==> config.mk <==
export PLATFORM = sky130hd
export DESIGN_NAME = sls_ctrl
export DESIGN_NICKNAME = d
export VERILOG_FILES = /design/src/rtl/core/sls_pkg.sv /design/src/rtl/core/sls_ctrl.sv
export SDC_FILE = /design/constraint.sdc
export NUM_CORES = 1
export LEC_CHECK = 0
export BUFFER_PORTS_ARGS = -buffer_cell sky130_fd_sc_hd__buf_2
export CAP_MARGIN = 20
export CELL_PAD_IN_SITES_DETAIL_PLACEMENT = 1
export CELL_PAD_IN_SITES_GLOBAL_PLACEMENT = 1
export CORE_UTILIZATION = 37
export CTS_BUF_LIST = sky130_fd_sc_hd__clkbuf_16
export CTS_CLUSTER_SIZE = 8
export DETAILED_ROUTE_END_ITERATION = 10
export PLACE_DENSITY = 0.86
export SYNTH_ARGS = -nofsm -noshare
export SYNTH_HDL_FRONTEND = slang
export SYNTH_SLANG_ARGS = --single-unit
==> constraint.sdc <==
create_clock -name clk -period 2.7 [get_ports clk]
set_clock_uncertainty 0.05 [all_clocks]
set_input_delay 0.54 -clock clk [delete_from_list [all_inputs] [get_ports clk]]
set_output_delay 0.54 -clock clk [all_outputs]
set_load 0.05 [all_outputs]
==> src/rtl/core/sls_pkg.sv <==
// shared types and constants for the sequential list store
package sls_pkg;

	localparam int OP_W   = 3;
	localparam int POS_W  = 9;
	localparam int VAL_W  = 32;
	localparam int ST_W   = 3;
	localparam int FIDX_W = 8;
	localparam int CNT_W  = 9;

	typedef enum logic [OP_W-1:0] {
		OP_PUSH_BACK  = 3'd0,
		OP_POP_BACK   = 3'd1,
		OP_PUSH_FRONT = 3'd2,
		OP_POP_FRONT  = 3'd3,
		OP_INSERT     = 3'd4,
		OP_ERASE      = 3'd5,
		OP_FIND       = 3'd6,
		OP_READ       = 3'd7
	} op_t;

	typedef enum logic [ST_W-1:0] {
		ST_OK       = 3'd0,
		ST_FULL     = 3'd1,
		ST_EMPTY    = 3'd2,
		ST_BADPOS   = 3'd3,
		ST_NOTFOUND = 3'd4
	} status_t;

	typedef enum logic [3:0] {
		S_IDLE,
		S_DECIDE,
		S_SHIFT_UP,
		S_SHIFT_DN,
		S_FIND,
		S_READ,
		S_DRAIN,
		S_COMMIT,
		S_FINISH
	} state_t;

	// what a memory read in flight is for
	typedef enum logic [1:0] {
		RK_UP,
		RK_DN,
		RK_FIND,
		RK_READ
	} rd_kind_t;

	typedef enum logic [2:0] {
		CUR_HOLD,
		CUR_TOP,
		CUR_POS,
		CUR_NEXT,
		CUR_ZERO,
		CUR_INC,
		CUR_DEC
	} cur_op_t;

	typedef struct packed {
		logic     load;
		cur_op_t  cur_op;
		logic     rd_en;
		rd_kind_t rd_kind;
		logic     place;
		logic     cnt_inc;
		logic     cnt_dec;
		logic     res_load;
		status_t  res_status;
		logic     show_found;
		logic     show_read;
	} dp_cmd_t;

	typedef struct packed {
		logic empty;
		logic full;
		logic pos_gt;
		logic pos_eq;
		logic pos_last;
		logic cur_at_pos;
		logic cur_last;
		logic hit;
	} dp_stat_t;

endpackage

==> src/rtl/core/sls_ctrl.sv <==
// sequencer that steps each request through decide, any walk or commit that it needs, and finish
module sls_ctrl import sls_pkg::*; (
	input  logic            clk,
	input  logic            arst_n,
	input  logic            req_valid,
	output logic            req_ready,
	input  logic [OP_W-1:0] req_op,
	output logic            rsp_valid,
	input  logic            rsp_ready,
	input  dp_stat_t        stat,
	output dp_cmd_t         cmd
);

	state_t  state_q, state_nx;
	op_t     op_q;
	status_t status_q, status_nx;
	logic    out_vld_q;
	logic    is_ins, is_ers, is_find, is_read;

	always_comb begin
		is_ins  = (op_q == OP_PUSH_BACK) || (op_q == OP_PUSH_FRONT) || (op_q == OP_INSERT);
		is_ers  = (op_q == OP_POP_BACK) || (op_q == OP_POP_FRONT) || (op_q == OP_ERASE);
		is_find = (op_q == OP_FIND);
		is_read = (op_q == OP_READ);
	end

	always_comb begin
		state_nx = state_q;
		unique case (state_q)
			S_IDLE: begin
				if (req_valid) begin
					state_nx = S_DECIDE;
				end
			end
			S_DECIDE: begin
				if (is_ins) begin
					if (stat.full || stat.pos_gt) begin
						state_nx = S_FINISH;
					end else if (stat.pos_eq) begin
						state_nx = S_COMMIT;
					end else begin
						state_nx = S_SHIFT_UP;
					end
				end else if (is_ers) begin
					if (stat.empty || stat.pos_gt || stat.pos_eq) begin
						state_nx = S_FINISH;
					end else if (stat.pos_last) begin
						state_nx = S_COMMIT;
					end else begin
						state_nx = S_SHIFT_DN;
					end
				end else if (is_find) begin
					state_nx = stat.empty ? S_FINISH : S_FIND;
				end else begin
					if (stat.empty || stat.pos_gt || stat.pos_eq) begin
						state_nx = S_FINISH;
					end else begin
						state_nx = S_READ;
					end
				end
			end
			S_SHIFT_UP: begin
				if (stat.cur_at_pos) begin
					state_nx = S_DRAIN;
				end
			end
			S_SHIFT_DN: begin
				if (stat.cur_last) begin
					state_nx = S_DRAIN;
				end
			end
			S_FIND: begin
				if (stat.hit) begin
					state_nx = S_FINISH;
				end else if (stat.cur_last) begin
					state_nx = S_DRAIN;
				end
			end
			S_READ:   state_nx = S_DRAIN;
			S_DRAIN:  state_nx = (is_ins || is_ers) ? S_COMMIT : S_FINISH;
			S_COMMIT: state_nx = S_FINISH;
			S_FINISH: begin
				if (!out_vld_q || rsp_ready) begin
					state_nx = S_IDLE;
				end
			end
			default:  state_nx = S_IDLE;
		endcase
	end

	always_comb begin
		cmd            = '0;
		cmd.cur_op     = CUR_HOLD;
		cmd.rd_kind    = RK_UP;
		cmd.res_status = ST_OK;
		status_nx      = status_q;
		req_ready      = 1'b0;
		unique case (state_q)
			S_IDLE: begin
				req_ready = 1'b1;
				cmd.load  = req_valid;
			end
			S_DECIDE: begin
				status_nx = ST_OK;
				if (is_ins) begin
					if (stat.full) begin
						status_nx = ST_FULL;
					end else if (stat.pos_gt) begin
						status_nx = ST_BADPOS;
					end else if (!stat.pos_eq) begin
						cmd.cur_op = CUR_TOP;
					end
				end else if (is_ers) begin
					if (stat.empty) begin
						status_nx = ST_EMPTY;
					end else if (stat.pos_gt || stat.pos_eq) begin
						status_nx = ST_BADPOS;
					end else if (!stat.pos_last) begin
						cmd.cur_op = CUR_NEXT;
					end
				end else if (is_find) begin
					status_nx  = ST_NOTFOUND;
					cmd.cur_op = CUR_ZERO;
				end else begin
					if (stat.empty) begin
						status_nx = ST_EMPTY;
					end else if (stat.pos_gt || stat.pos_eq) begin
						status_nx = ST_BADPOS;
					end else begin
						cmd.cur_op = CUR_POS;
					end
				end
			end
			S_SHIFT_UP: begin
				cmd.rd_en   = 1'b1;
				cmd.rd_kind = RK_UP;
				cmd.cur_op  = stat.cur_at_pos ? CUR_HOLD : CUR_DEC;
			end
			S_SHIFT_DN: begin
				cmd.rd_en   = 1'b1;
				cmd.rd_kind = RK_DN;
				cmd.cur_op  = stat.cur_last ? CUR_HOLD : CUR_INC;
			end
			S_FIND: begin
				if (!stat.hit) begin
					cmd.rd_en   = 1'b1;
					cmd.rd_kind = RK_FIND;
					cmd.cur_op  = stat.cur_last ? CUR_HOLD : CUR_INC;
				end
			end
			S_READ: begin
				cmd.rd_en   = 1'b1;
				cmd.rd_kind = RK_READ;
			end
			S_DRAIN: begin
			end
			S_COMMIT: begin
				cmd.place   = is_ins;
				cmd.cnt_inc = is_ins;
				cmd.cnt_dec = is_ers;
			end
			S_FINISH: begin
				cmd.res_load   = !out_vld_q || rsp_ready;
				cmd.res_status = (is_find && stat.hit) ? ST_OK : status_q;
				cmd.show_found = is_find && stat.hit;
				cmd.show_read  = is_read && (status_q == ST_OK);
			end
			default: begin
			end
		endcase
	end

	always_ff @(posedge clk or negedge arst_n) begin
		if (!arst_n) begin
			state_q   <= S_IDLE;
			op_q      <= OP_PUSH_BACK;
			status_q  <= ST_OK;
			out_vld_q <= 1'b0;
		end else begin
			state_q  <= state_nx;
			status_q <= status_nx;
			if (cmd.load) begin
				op_q <= op_t'(req_op);
			end
			if (cmd.res_load) begin
				out_vld_q <= 1'b1;
			end else if (rsp_ready) begin
				out_vld_q <= 1'b0;
			end
		end
	end

	assign rsp_valid = out_vld_q;

endmodule

# Word-level counts from Yosys, hierarchy flattened
# Cells that the tools add are included.
# W data, S select, Z words.
# totals
ff_bits,11
inputBits,15
out_inout_bits,18
word_cells,86
# op_classes
n_eq_ne,18
mux,46
n_reduce_logical,18
# op_table
operator,count
$mux W4,13
$mux W3,13
$pmux W4 S9,1
$pmux W3 S4,2
$eq A4 B3 Y1 const B,4
$mux W2,8
$eq A3 B3 Y1 const B,4
$mux W6,2
$logic_or A1 B1 Y1,10
$eq A4 B2 Y1 const B,2
$mux W1,7
$eq A3 B2 Y1 const B,2
$logic_not A3 Y1,2
$ne A2 B2 Y1 const B,3
$eq A4 B1 Y1 const B,1
$eq A4 B4 Y1 const B,1
$logic_not A4 Y1,1
$eq A3 B1 Y1 const B,1
$reduce_and A3 Y1,1
$logic_and A1 B1 Y1,2
$reduce_bool A2 Y1,1
$logic_not A1 Y1,1

# Logic depth before layout (Yosys ltp)
# logic_depth
word_depth,7
ltp_mapped,6

# Least setup slack after synthesis
# OpenSTA, ideal clock, no wires.
# synth_timing
path_type,reg2out
start,register state_q[3]
end,output cmd[8] (netlist bit)
arrival_time_ps,2744
required_ps,2110
slack_ps,-634
stages_incl_launch_ff,5
path_buffers,2
path_cell_list,dfrtp_1 buf_2 nand2b_1 nor4_1 buf_4
# synth_rtl
element,line_no,rtl
start: declaration,sls_ctrl.sv:14,"state_t state_q, state_nx;"
start signal: assignment,sls_ctrl.sv:180,state_q <= state_nx;
end: declaration,sls_ctrl.sv:11,output dp_cmd_t cmd

==> out/qor.csv <==
stage,metric,value,unit
run_status,status,completed,
critical_path,cp-startpoint,state_q[0],
synth,synthDistinctLibCells,40,
drt,drt_iter0_drc,18,
global_route,overflow,0,
synth,synthTopCellsByCount,"nand2_1, nor2_1, dfrtp_1, a21oi_1",
cts,h-tree-depth,1,
synth,syn_area,940,µm²
job,drv_cap,0,
floorplan,die-area,0.00275,mm²
placement,pre_cts_ws,0.413,ns
drt,avgViaCountPerCell,5.87,
timing,tightest_slew,0.522,ns
cts,cts_resized,0,
synth,netlist_instances,119,
critical_path,r2r_slack,1.03,ns
cts,cts_root_buf,clkbuf_16,
hold_path,hold_class,in2async,
pwr,cellLeakagePower,0.560,nW
critical_path,startpoint_type,flip-flop,
cts,cts_tree,yes,
placement,place_congestion,0.845,
layout,nets,164,
synth,synth-edff-count,0,
timing,setup_violations,0,
global_route,grt_max_degree,13,
drt,drc_errors,0,
synth,syn_nets,134,
layout,syn_to_final_growth,26.2,%
global_route,first_global_vias,975,
critical_path,worstSetupPathType,reg2out,
drt,antenna_left,0,
cts,insertion_delay,0.23,ns
timing,fmax,0.401,GHz
cts,cts_made_buffers,3,
critical_path,path_max_fanout,10,
global_route,grt_pass1_wl,4530,µm
synth,synth-seq-area-share,29.3,%
drt,routed_wl,2780,µm
floorplan,ios,33,
synth,synth-main-ff-cell,dfrtp_1,
cts,clock-sinks,11,
timing,timing.final.ws_setup,0.206,ns
synth,yosysWarnings,0,
timing,finalHoldViolations,0,
drt,vias,1033,
cts,ctsHoldBuffers,0,
floorplan,rows,17,
placement,place_hpwl,2140,µm
timing,rsz0062_at_grt,no,
timing,fin_tns_setup,0,ns
global_route,antenna_found_initial,0,
pwr,powerDensity,1270,mW/mm²
floorplan,die_w,52.4,µm
synth,yosys-top-cells-area,"dfrtp_1, nand2_1, nor2_1, nand2b_1, a21oi_1",
timing,drv_slew,0,
critical_path,crit_required,2.11,ns
cts,post_cts_buffers,0,
drt,drt-pass1-iter-count,4,
synth,async_reset_ff_share,100,%
cts,path_clk_slew,0.04,ns
critical_path,reg2reg_from,state_q[1],
critical_path,cp.arrival,1.90,ns
layout,drive_above_1_share,30.4,%
placement,port_buffers,32,
cts,cts_buffer_depth,2,
floorplan,die-height,52.4,µm
synth,syn_area_per_cell,7.90,µm²
pwr,ir_drop,682,µV
critical_path,end_kind,output port,
global_route,grt.total_usage,22.9,%
timing,max-slew-margin-rel,64.8,%
timing,period_needed,2.49,ns
synth,ys_ff_latch,11,
timing,post-route-period-util,92.4,%
drt,wl_per_cell,15.8,µm
synth,synth_top_cell_area_share,29.3,%
layout,antenna_cells,0,
floorplan,start_util,40.9,%
synth,synth_area_leader_cell,dfrtp_1,
floorplan,coreArea,0.00230,mm²
==> cell type report <==
type / instances / area, µm²
clock buffer: 3 / 75.1
clock inverter: 1 / 3.75
fill: 300 / 1110
inverter: 6 / 22.5
multi-input combinational: 91 / 584
sequential: 11 / 275
tap: 28 / 35.0
timing repair buffer: 36 / 190
==> logic make-up after synthesis <==
kind of cell	synth area share, %
AOI/OAI and AO/OA	20.9
xor gates and xnor gates	0.932
buffers and inverters	9.85
DFF	29.3
muxes	5.73
and+or+nand+nor	33.3
==> path summary, 6_finish.rpt <==
kind / to / cells after the start
worst max-delay path: cmd[2] / 5
max in group asynchronous: op_q[1] / 1
worst min register to register: op_q[1] / 1
min in group clk: op_q[1] / 1
worst min-delay path: status_q[2] / 1
worst max register to register: op_q[0] / 4
==> critical path, cell delays in order (launching register included) <==
cell,delay (ns)
dfrtp_1,0.50
nor2_1,0.21
nand3_1,0.22
a21oi_1,0.29
and2_1,0.17
buf_2,0.26
==> per-stage QoR <==
stage	hold WS (ns)	power (mW)	util (%)	instances	area (µm²)
final	0.116	1.51	51.6	176	1190
after global routing	0.135	1.61	51.6	176	1190
after CTS	0.125	1.52	51.6	176	1190
after detailed placement	0.377	1.24	48.2	172	1110
after global placement	0.366	1.22	48.2	172	1110
after floorplan	0.194	1.06	-	119	952
==> state kept, by name (all words and copies together), names as in the netlist <==
signal / flops
state_q: 4
status_q: 3
op_q: 3
rsp_valid: 1
==> per-layer routing <==
metal	track usage (%)	up-vias	wire length (µm)
met5	0	-	0
met4	5.70	0	32
met3	6.67	6	125
met2	40.9	27	1440
met1	26.4	514	1180
li1	-	486	-
==> power breakdown <==
part | switching [mW] | total [mW] | internal [mW]
Combinational | 0.594 | 0.887 | 0.293
Clock | 0.0667 | 0.260 | 0.194
Sequential | 0.120 | 0.361 | 0.241
==> cells in the final DEF, fill, tap and decap left out, types with 2 or more instances in the layout <==
cell type  count
o311ai_0       2
nor4_2         2
nor2_1        12
buf_4          4
mux2_1         3
nor2b_1        2
nor3_1         5
buf_2         32
nand3_1        3
o22ai_1        3
dfrtp_1       11
a21oi_1        7
nand2_1       12
inv_1          7
nor4_1         2
o21ai_0        5
clkbuf_16      3
nand2b_1       6
and2_1         3
a31oi_1        2
mux2i_1        2
and3_1         2
(Power assumes the default switching activity.)
